--- src/rtl/touch_swipe_detector_unit_defines.svh ---
// ---------------------------------------------------------------------------
// Assertion macros for the touch swipe detector
// ---------------------------------------------------------------------------
`ifndef TOUCH_SWIPE_DETECTOR_UNIT_DEFINES_SVH
`define TOUCH_SWIPE_DETECTOR_UNIT_DEFINES_SVH

// Checked at every rising edge, masked while reset is asserted.
`define TSD_ASSERT(lbl, prop, msg) \
  lbl: assert property (@(posedge clk) disable iff (rst) prop) else $error(msg);

// Checked at every rising edge, including during reset.
`define TSD_ASSERT_ALWAYS(lbl, prop, msg) \
  lbl: assert property (@(posedge clk) prop) else $error(msg);

`endif

--- src/rtl/tsd_pkg.sv ---
// ---------------------------------------------------------------------------
// tsd_pkg
// Shared types and constants of the touch swipe detector.
// ---------------------------------------------------------------------------
package tsd_pkg;

  localparam int COORD_BITS_DEFAULT = 12;
  localparam int THRESH_BITS        = 12;
  localparam logic [THRESH_BITS-1:0] THRESH_RESET = 12'd50;

  // Register index of the swipe threshold (min_travel)
  localparam logic REG_MIN_TRAVEL = 1'b0;

  typedef enum logic [2:0] {
    DIR_NONE  = 3'd0,
    DIR_RIGHT = 3'd1,
    DIR_LEFT  = 3'd2,
    DIR_DOWN  = 3'd3,
    DIR_UP    = 3'd4
  } dir_t;

endpackage

--- src/rtl/tsd_classify.sv ---
// ---------------------------------------------------------------------------
// tsd_classify
// Displacement from the start point and dominant-axis threshold decision.
// ---------------------------------------------------------------------------
module tsd_classify #(
  parameter int COORD_BITS = tsd_pkg::COORD_BITS_DEFAULT
) (
  input  logic [COORD_BITS-1:0]          cur_x,
  input  logic [COORD_BITS-1:0]          cur_y,
  input  logic [COORD_BITS-1:0]          start_x,
  input  logic [COORD_BITS-1:0]          start_y,
  input  logic [tsd_pkg::THRESH_BITS-1:0] threshold,
  output tsd_pkg::dir_t                  dir
);
  import tsd_pkg::*;

  localparam int CMP_W = (COORD_BITS > THRESH_BITS) ? COORD_BITS : THRESH_BITS;

  logic [COORD_BITS:0]   diff_x;
  logic [COORD_BITS:0]   diff_y;
  logic [COORD_BITS:0]   neg_x;
  logic [COORD_BITS:0]   neg_y;
  logic                  sign_x;
  logic                  sign_y;
  logic [COORD_BITS-1:0] mag_x;
  logic [COORD_BITS-1:0] mag_y;
  logic [CMP_W-1:0]      mag_x_ext;
  logic [CMP_W-1:0]      mag_y_ext;
  logic [CMP_W-1:0]      thr_ext;

  assign diff_x = {1'b0, cur_x} - {1'b0, start_x};
  assign diff_y = {1'b0, cur_y} - {1'b0, start_y};
  assign neg_x  = '0 - diff_x;
  assign neg_y  = '0 - diff_y;
  assign sign_x = diff_x[COORD_BITS];
  assign sign_y = diff_y[COORD_BITS];
  // magnitude of a difference of two unsigned values fits in COORD_BITS
  assign mag_x  = sign_x ? neg_x[COORD_BITS-1:0] : diff_x[COORD_BITS-1:0];
  assign mag_y  = sign_y ? neg_y[COORD_BITS-1:0] : diff_y[COORD_BITS-1:0];

  assign mag_x_ext = CMP_W'(mag_x);
  assign mag_y_ext = CMP_W'(mag_y);
  assign thr_ext   = CMP_W'(threshold);

  always_comb begin
    dir = DIR_NONE;
    if (mag_x > mag_y) begin
      if (mag_x_ext > thr_ext) begin
        dir = sign_x ? DIR_LEFT : DIR_RIGHT;
      end
    end else begin
      // ties go to the Y axis
      if (mag_y_ext > thr_ext) begin
        dir = sign_y ? DIR_UP : DIR_DOWN;
      end
    end
  end

endmodule

--- src/rtl/touch_swipe_detector_unit.sv ---
// ---------------------------------------------------------------------------
// touch_swipe_detector_unit
// Swipe gesture detector over a stream of touch samples.
// ---------------------------------------------------------------------------
// Usage:
//   Input channel (in_valid/in_ready) carries one sample per transaction:
//   touch_down, pos_x, pos_y. Output channel (out_valid/out_ready) returns
//   one direction code per sample: 0 none, 1 right, 2 left, 3 down, 4 up.
//   The APB port holds the swipe threshold at byte address 0; pready is tied
//   high.
//   The result passes through the input register, then the result register,
//   before the result transaction. Throughput: one sample per cycle when the
//   receiver does not stall, set by the single subtract/compare/flag-update
//   pass between the two registers.
//   When the receiver stalls, the result register holds and the input
//   register fills; in_ready drops only when both are occupied and out_ready
//   is low. Tracking state advances only when a sample moves into the
//   result register, so stalls never skip or repeat a sample.
//   Reset (rst, synchronous) empties both registers, sets threshold to 50,
//   clears the start point and tracking, and marks the lift as already seen.
//   Write threshold only while the block is idle.
// ---------------------------------------------------------------------------
`include "touch_swipe_detector_unit_defines.svh"

module touch_swipe_detector_unit #(
  parameter int COORD_BITS = tsd_pkg::COORD_BITS_DEFAULT
) (
  input  logic                  clk,
  input  logic                  rst,
  // input sample channel
  input  logic                  in_valid,
  output logic                  in_ready,
  input  logic                  touch_down,
  input  logic [COORD_BITS-1:0] pos_x,
  input  logic [COORD_BITS-1:0] pos_y,
  // result channel
  output logic                  out_valid,
  input  logic                  out_ready,
  output logic [2:0]            direction,
  // configuration port
  input  logic                  psel,
  input  logic                  penable,
  input  logic                  pwrite,
  input  logic [2:0]            paddr,
  input  logic [31:0]           pwdata,
  output logic [31:0]           prdata,
  output logic                  pready
);
  import tsd_pkg::*;

  // configuration
  logic [THRESH_BITS-1:0] min_travel;
  logic                   cfg_write;

  // input register
  logic                  s1_valid;
  logic                  s1_touch;
  logic [COORD_BITS-1:0] s1_x;
  logic [COORD_BITS-1:0] s1_y;

  // result register
  dir_t                  out_dir;

  // gesture state
  logic [COORD_BITS-1:0] start_x;
  logic [COORD_BITS-1:0] start_y;
  logic                  tracking;
  logic                  released;
  logic [COORD_BITS-1:0] start_x_next;
  logic [COORD_BITS-1:0] start_y_next;
  logic                  tracking_next;
  logic                  released_next;

  logic                  advance;
  dir_t                  cls_dir;
  dir_t                  dir_next;

  // ---------------------------------------------------------------- APB ---
  assign pready    = 1'b1;
  assign cfg_write = psel && penable && pwrite && pready;

  always_ff @(posedge clk) begin
    if (rst) begin
      min_travel <= THRESH_RESET;
    end else if (cfg_write && (paddr[2] == REG_MIN_TRAVEL)) begin
      min_travel <= pwdata[THRESH_BITS-1:0];
    end
  end

  always_comb begin
    prdata = '0;
    if (paddr[2] == REG_MIN_TRAVEL) begin
      prdata = 32'(min_travel);
    end
  end

  // ---------------------------------------------------------- handshake ---
  // The result register frees when empty or being taken; the input register
  // moves into it then.
  assign advance  = !out_valid || out_ready;
  assign in_ready = !s1_valid || advance;

  always_ff @(posedge clk) begin
    if (rst) begin
      s1_valid <= 1'b0;
    end else if (in_ready) begin
      s1_valid <= in_valid;
    end
  end

  always_ff @(posedge clk) begin
    if (in_valid && in_ready) begin
      s1_touch <= touch_down;
      s1_x     <= pos_x;
      s1_y     <= pos_y;
    end
  end

  always_ff @(posedge clk) begin
    if (rst) begin
      out_valid <= 1'b0;
    end else if (advance) begin
      out_valid <= s1_valid;
    end
  end

  always_ff @(posedge clk) begin
    if (advance && s1_valid) begin
      out_dir <= dir_next;
    end
  end

  assign direction = out_dir;

  // ------------------------------------------------------ gesture logic ---
  tsd_classify #(
    .COORD_BITS(COORD_BITS)
  ) u_classify (
    .cur_x    (s1_x),
    .cur_y    (s1_y),
    .start_x  (start_x),
    .start_y  (start_y),
    .threshold(min_travel),
    .dir      (cls_dir)
  );

  always_comb begin
    dir_next      = DIR_NONE;
    start_x_next  = start_x;
    start_y_next  = start_y;
    tracking_next = tracking;
    released_next = released;
    if (!released && s1_touch) begin
      // still held after a swipe: wait for lift
    end else begin
      released_next = 1'b1;
      if (tracking && !s1_touch) begin
        tracking_next = 1'b0;
      end else if (!tracking && s1_touch) begin
        // new touch: latch start point, zero coordinates included
        tracking_next = 1'b1;
        start_x_next  = s1_x;
        start_y_next  = s1_y;
      end else if (tracking && (s1_x != '0) && (s1_y != '0)) begin
        dir_next = cls_dir;
        if (cls_dir != DIR_NONE) begin
          tracking_next = 1'b0;
          released_next = 1'b0;
        end
      end
    end
  end

  always_ff @(posedge clk) begin
    if (rst) begin
      start_x  <= '0;
      start_y  <= '0;
      tracking <= 1'b0;
      released <= 1'b1;
    end else if (advance && s1_valid) begin
      start_x  <= start_x_next;
      start_y  <= start_y_next;
      tracking <= tracking_next;
      released <= released_next;
    end
  end

  // --------------------------------------------------------- assertions ---
  `TSD_ASSERT(a_swipe_rearms,
    (advance && s1_valid && dir_next != DIR_NONE) |=> (!released && !tracking),
    "swipe did not end tracking")
  `TSD_ASSERT(a_hold_quiet,
    (advance && s1_valid && !released && s1_touch) |=>
      (out_dir == DIR_NONE && $stable(tracking) && $stable(start_x) && $stable(start_y)),
    "held touch after swipe changed state")
  `TSD_ASSERT(a_ready_follows, out_ready |-> in_ready, "input stalled while output drains")
  `TSD_ASSERT_ALWAYS(a_reset_state,
    rst |=> (released && !tracking && !out_valid && !s1_valid),
    "reset state wrong")

endmodule

--- config.mk ---
export PLATFORM = sky130hd
export DESIGN_NAME = touch_swipe_detector_unit
export DESIGN_NICKNAME = d
export VERILOG_FILES = /design/src/rtl/tsd_pkg.sv /design/src/rtl/tsd_classify.sv /design/src/rtl/touch_swipe_detector_unit.sv
export VERILOG_INCLUDE_DIRS = /design/src /design/src/rtl
export SDC_FILE = /design/constraint.sdc
export NUM_CORES = 1
export LEC_CHECK = 0
export ABC_AREA = 0
export BUFFER_PORTS_ARGS = -buffer_cell sky130_fd_sc_hd__buf_2
export CORE_MARGIN = 5
export CORE_UTILIZATION = 42
export DETAILED_ROUTE_END_ITERATION = 7
export HOLD_SLACK_MARGIN = 0.1
export SLEW_MARGIN = 0
export SYNTH_ARGS = -nofsm -noshare
export SYNTH_HDL_FRONTEND = slang
export SYNTH_HIERARCHICAL = 1
export SYNTH_SLANG_ARGS = --single-unit
--- constraint.sdc ---
create_clock -name clk -period 5.6 [get_ports clk]
set_clock_uncertainty 0.15 [all_clocks]
set_input_delay 0.84 -clock clk [delete_from_list [all_inputs] [get_ports clk]]
set_output_delay 0.84 -clock clk [all_outputs]
set_load 0.005 [all_outputs]
After elaboration in Yosys (flattened, before gate mapping)
Index checks and enable logic that the tools add are counted.
{ "totals": {"elab_cells": 64, "input_bits": 67, "regBits": 68, "out_inout_bits": 38} }
{ "op_classes": {"order_cmp": 3, "n_reduce_logical": 26, "bitwise": 4, "muxes": 16, "add_sub_neg": 4} }
{ "ops": {"columns": ["op", "count"], "rows": [
  ["12-bit greater-than comparator", 3],
  ["12-bit 2-to-1 mux", 3],
  ["12-bit by 12-bit subtractor with 13-bit output", 2],
  ["12-bit nonzero test", 2],
  ["1-bit by 12-bit subtractor with 12-bit output (first input constant)", 2],
  ["3-bit 2-to-1 mux", 4],
  ["1-bit logical AND", 10],
  ["3-bit nonzero test", 3],
  ["1-bit 2-to-1 mux", 8],
  ["4-bit AND reduction", 2],
  ["1-bit zero test", 5],
  ["1-bit inverter", 4],
  ["4-bit OR reduction", 1],
  ["1-bit logical OR", 2],
  ["2-bit 2-to-1 mux", 1],
  ["2-bit AND reduction", 1]
]} }

Logic depth before layout (Yosys ltp)
{ "depth": {"ltp_word": 11, "depth_mapped": 24, "mapped_depth_nobuf": 23} }

By module
The synthesis kept the hierarchy.
{ "modules_own_cells": {"columns": ["mod", "instances", "area_each_um2", "cells_per_inst", "seq_area_each_um2"], "rows": [
  ["touch_swipe_detector_unit", 1, 2726.4, 238, 1641.6],
  ["tsd_classify", 1, 2556.2, 346, 0.0]
]} }

Least setup slack after synthesis
OpenSTA, ideal clock, no wires.
{ "synth_timing": {"path_type": "register to register", "start": "register s1_y[0]", "end": "register tracking", "setup_time_ns": 0.118, "t_arrival_ns": 4.729, "setup_slack_ns": 0.603, "path_buffers": 1, "synth_period_minus_slack_ns": 4.997, "stages_incl_launch_ff": 25, "required_time_ns": 5.332, "cell_sequence": "edfxtp_1 -> inv_1 -> ha_1 -> fa_1 -> nand2b_1 -> a21oi_1 -> a31oi_1 -> o21ai_0 -> a21oi_1 -> o21ai_1 -> clkbuf_1 -> nor2_1 -> xor2_1 -> ha_1 -> a21o_1 -> a21o_1 -> a21o_1 -> a21oi_1 -> o221ai_1 -> o211ai_1 -> nand2b_1 -> o21ai_0 -> or3_1 -> a41o_1 -> mux2i_1"} }
{ "synth_via": {"elab_chain_len": 9, "elab_cells_between_ends": 14, "classes_between": "add/sub (2); order compare (2); mux (4); reduce/logical (6)"} }
{ "synth_lines": {"columns": ["item", "line", "source"], "rows": [
  ["start, declared", "touch_swipe_detector_unit.sv:59", "logic [COORD_BITS-1:0] s1_y;"],
  ["start signal, assigned", "touch_swipe_detector_unit.sv:115", "s1_y <= pos_y;"],
  ["12-bit by 12-bit subtractor with 13-bit output (*)", "tsd_classify.sv:32", "assign diff_y = {1'b0, cur_y} - {1'b0, start_y};"],
  ["1-bit by 12-bit subtractor with 12-bit output", "tsd_classify.sv:34", "assign neg_y = '0 - diff_y;"],
  ["12-bit 2-to-1 mux", "tsd_classify.sv:39", "assign mag_y = sign_y ? neg_y[COORD_BITS-1:0] : diff_y[COORD_BITS-1:0];"],
  ["12-bit greater-than comparator", "tsd_classify.sv:53", "if (mag_y_ext > thr_ext) begin"],
  ["3-bit 2-to-1 mux", "tsd_classify.sv:53", null],
  ["3-bit 2-to-1 mux (*)", "tsd_classify.sv:47", "if (mag_x > mag_y) begin"],
  ["via cls_dir[1]", "touch_swipe_detector_unit.sv:75", "dir_t cls_dir;"],
  ["3-bit nonzero test (*)", "touch_swipe_detector_unit.sv:166", "if (cls_dir != DIR_NONE) begin"],
  ["3-bit nonzero test (no line) (*)", null, null],
  ["4-bit AND reduction (no line) (*)", null, null],
  ["end signal, assigned", "touch_swipe_detector_unit.sv:183", "tracking <= tracking_next;"],
  ["end, declared", "touch_swipe_detector_unit.sv:67", "logic tracking;"]
]} }
The timed path passes the listed nets; every way through them passes the cells marked *.
A chain may end at the register's enable or synchronous reset.

Worst setup path after layout
{ "layout_timing": {"start": "register s1_x[0]", "end": "register tracking"} }
{ "layout_via": {"elab_chain_len": 9, "elab_cells_between_ends": 15, "classes_between": "add/sub (2); order compare (2); mux (4); reduce/logical (7)"} }
{ "layout_lines": {"columns": ["item", "line", "source"], "rows": [
  ["start, declared", "touch_swipe_detector_unit.sv:58", "logic [COORD_BITS-1:0] s1_x;"],
  ["start signal, assigned", "touch_swipe_detector_unit.sv:114", "s1_x <= pos_x;"],
  ["12-bit by 12-bit subtractor with 13-bit output (*)", "tsd_classify.sv:31", "assign diff_x = {1'b0, cur_x} - {1'b0, start_x};"],
  ["1-bit by 12-bit subtractor with 12-bit output", "tsd_classify.sv:33", "assign neg_x = '0 - diff_x;"],
  ["12-bit 2-to-1 mux", "tsd_classify.sv:38", "assign mag_x = sign_x ? neg_x[COORD_BITS-1:0] : diff_x[COORD_BITS-1:0];"],
  ["12-bit greater-than comparator", "tsd_classify.sv:48", "if (mag_x_ext > thr_ext) begin"],
  ["3-bit 2-to-1 mux", "tsd_classify.sv:48", null],
  ["3-bit 2-to-1 mux (*)", "tsd_classify.sv:47", null],
  ["via cls_dir[1]", "touch_swipe_detector_unit.sv:75", null],
  ["3-bit nonzero test (*)", "touch_swipe_detector_unit.sv:166", null],
  ["3-bit nonzero test (no line) (*)", null, null],
  ["4-bit AND reduction (no line) (*)", null, null]
]} }
Marked as above.

==> metrics <==
final std cells w/o fill 825; IO Count 105; Worst VDD drop ~0.00019 V; Critical Path Fanout Max 6; CTS Buf Count 9; P per Cell Area 272.5 mW/mm^2; max_slew headroom approximately 30%; RePlAce Congestion just under 0.9; Max Clk Rate ~190 MHz; Max H-tree Level 3; initial antenna violation count 0; final hold viol count 0; First-pass DRT Iterations 4; Startpoint Class register; Area Growth Syn to Fin 13.83%; post-route ant nets 0; Vias/cell 4.968; number of port buffers just over 60; placed insts between 800 and 900; Mapped Cells ~580; Post-layout nets about 800; Num Clock Sinks 68; Req. time, crit path ~5700 ps; clock buffer depth 2; final WL between 10,000 and 15,000 um; initial drt markers roughly 170; Mapped Area about 0.0053 sq mm; fraction of layout cells with a size suffix above 1 15.77%; syn avg cell area 9.045 sq um; global-route wire length before repair approximately 19,000 um; pins over their slew limit 0; TritonCTS clock tree done; placed cell areas 0.005680 sq mm; Worst-Margin Slew around 1000 ps; WS Path Type reg -> reg; #FFs+latches synth 68; number of synthesized flops with an enable pin 28; Root Driver clkbuf_16; largest net degree at the start of global routing 42; Tmin final around 5300 ps; Final Core Density 48.24%; CP Data Arrival Time ~5400 ps; run status finished clean; top_reg_cell synth dfxtp_1; Core Footprint ~0.012 sq mm; MaxCap Viol Count 0; Ant. Diodes 0; GRT Overall Usage 16.01%; HPWL after detailed placement around 9000 um; DR vias around 4,000; die height roughly 120 um; chip width between 100 and 150 um; pre-CTS WS around 160 ps; warnings from Yosys 6; crit end category register; hold_buf cts 0; Pleak 2.710 nW; Residual DRC 0; Worst Hold Class reg -> reg; Clock transition at path regs 60 ps; vias in the first global route slightly above 4,000; Rows 41; FFs w/ async S/R, synth 0%; Avg WL per Cell approximately 14 um; die area 0.01492 sq mm; endpoints failing setup 0; Clk Latency, worst-skew pair between 300 and 400 ps; ratio of final minimum period to clock period between 90 and 100%; Synth cell types 62; register area share after synthesis a little under a third; Final WS setup between 200 and 300 ps; Initial Util between 40% and 50%; total grt overflow 0; Final Cell Area ~0.0060 sq mm
[path summary, 6_finish.rpt]
check | startpoint | end | slack, ps | depth (start not counted)
setup / recovery | s1_x[0] | tracking | 260 | 22
hold / removal | min_travel[8] | min_travel[8] | 320 | 2
setup reg to reg | s1_x[0] | tracking | 260 | 22
hold reg to reg | min_travel[8] | min_travel[8] | 320 | 2
[cells in the final DEF, fill, tap and decap left out, types with 3 or more instances in the layout]
cell type,n
a21o_1,17
a21oi_1,35
a31oi_1,4
and2_1,4
and3_1,6
buf_2,61
buf_4,7
clkbuf_16,9
conb_1,21
dfxtp_1,40
edfxtp_1,28
ha_1,64
inv_1,49
mux2i_1,27
nand2_1,39
nand2b_1,12
nand3_1,5
nand3b_1,5
nand4_1,13
nor2_1,52
nor2b_1,20
nor3_1,5
nor4_1,5
nor4_2,3
o211ai_1,4
o21a_1,5
o21ai_0,15
o21ai_1,3
or3_1,3
xnor2_1,22
xor2_1,21
[cell type report]
type                       count  area (sq um)
clock buffer                  10         229.0
clock inverter                 6         41.29
fill                        1234          6452
inverter                      50         187.7
multi-input combinational    451          3341
sequential                    68          1642
tap                          172         215.2
timing repair buffer          68         357.8
[kinds of logic (layout without fill, tap and decap cells)]
family	Yosys count	in the layout	synth area share [%]
other	2	21	0.1422
buffers and inverters	84	134	7.792
AOI/OAI and AO/OA	107	107	13.36
adders and majority gates	66	66	15.92
muxes	27	27	5.116
xor gates and xnor gates	47	47	7.935
DFF	68	68	31.08
and+or+nand+nor	183	183	18.66
[metal layers]
metal	track usage, %	vias up	wire, um
li1	-	2142	-
met1	21.05	1844	5551
met2	25.41	96	4971
met3	3.807	17	577
met4	6.368	0	231
met5	0	-	0
[report_power, final]
part,switching (mW),internal (mW),total (mW),leakage (nW)
Sequential,0.0176,0.540,0.557,0.598
Clock,0.223,0.299,0.522,0.126
Combinational,0.314,0.246,0.560,1.99
Total,0.555,1.08,1.64,2.71
[what timing repair did]
action,in CTS,in global routing
setup buffers,0,3
gates resized for setup,0,10
setup endpoints to repair,0,2
[sequential cells by signal, indices dropped and copies added, names as in the netlist]
name        cells
tracking        1
s1_x           12
out_valid       1
start_x        12
released        1
min_travel     12
start_y        12
s1_y           12
s1_valid        1
s1_touch        1
direction       3
[cells in the mapped netlist, types with 2 or more instances]
| master | instances | area share, % |
|---|---|---|
| a211oi_1 | 2 | 0.28 |
| a21o_1 | 17 | 2.4 |
| a21oi_1 | 37 | 3.5 |
| a31oi_1 | 5 | 0.59 |
| a32oi_1 | 2 | 0.33 |
| and2_1 | 4 | 0.47 |
| and3_1 | 6 | 0.71 |
| and4b_1 | 2 | 0.38 |
| buf_2 | 2 | 0.19 |
| buf_4 | 21 | 3.0 |
| buf_6 | 2 | 0.43 |
| clkbuf_1 | 9 | 0.64 |
| conb_1 | 2 | 0.14 |
| dfxtp_1 | 40 | 15 |
| edfxtp_1 | 28 | 16 |
| fa_1 | 2 | 0.76 |
| ha_1 | 64 | 15 |
| inv_1 | 49 | 3.5 |
| mux2i_1 | 27 | 5.1 |
| nand2_1 | 39 | 2.8 |
| nand2b_1 | 12 | 1.4 |
| nand3_1 | 5 | 0.47 |
| nand3b_1 | 5 | 0.71 |
| nand4_1 | 13 | 1.5 |
| nor2_1 | 52 | 3.7 |
| nor2b_1 | 20 | 2.4 |
| nor3_1 | 5 | 0.47 |
| nor4_1 | 5 | 0.59 |
| nor4_2 | 3 | 0.71 |
| o211ai_1 | 4 | 0.57 |
| o21a_1 | 5 | 0.71 |
| o21ai_0 | 17 | 1.6 |
| o41ai_1 | 2 | 0.33 |
| or2_2 | 2 | 0.24 |
| or3_1 | 3 | 0.36 |
| xnor2_1 | 23 | 3.8 |
| xor2_1 | 23 | 3.8 |
[worst max-delay path, cell delays in order, from the launching register on]
cell	delay, ps
edfxtp_1	430
inv_1	80
ha_1	180
fa_2	250
nor2b_4	50
o31a_1	280
or4_4	440
a31oi_4	230
o211ai_1	150
a21o_1	250
a21oi_2	190
xor2_2	240
ha_1	280
a21o_1	160
a21o_1	180
a21oi_1	160
nor2_1	60
a2111oi_1	330
or3_1	220
o21ai_0	130
or3_1	410
a41o_1	270
mux2i_1	120
[through the flow]
stage / TNS (ps) / power [mW] / hold WS (ps)
4_1_cts: 0 / 1.647 / 328.3
3_3_place_gp: 0 / 1.089 / 309.2
3_5_place_dp: 0 / 1.111 / 318.6
6_report: 0 / 1.639 / 323.4
5_1_grt: -16.72 / 1.759 / 349.5
2_1_floorplan: 0 / 0.9853 / 294.8
Note: power is estimated with default switching activity, not from simulation.
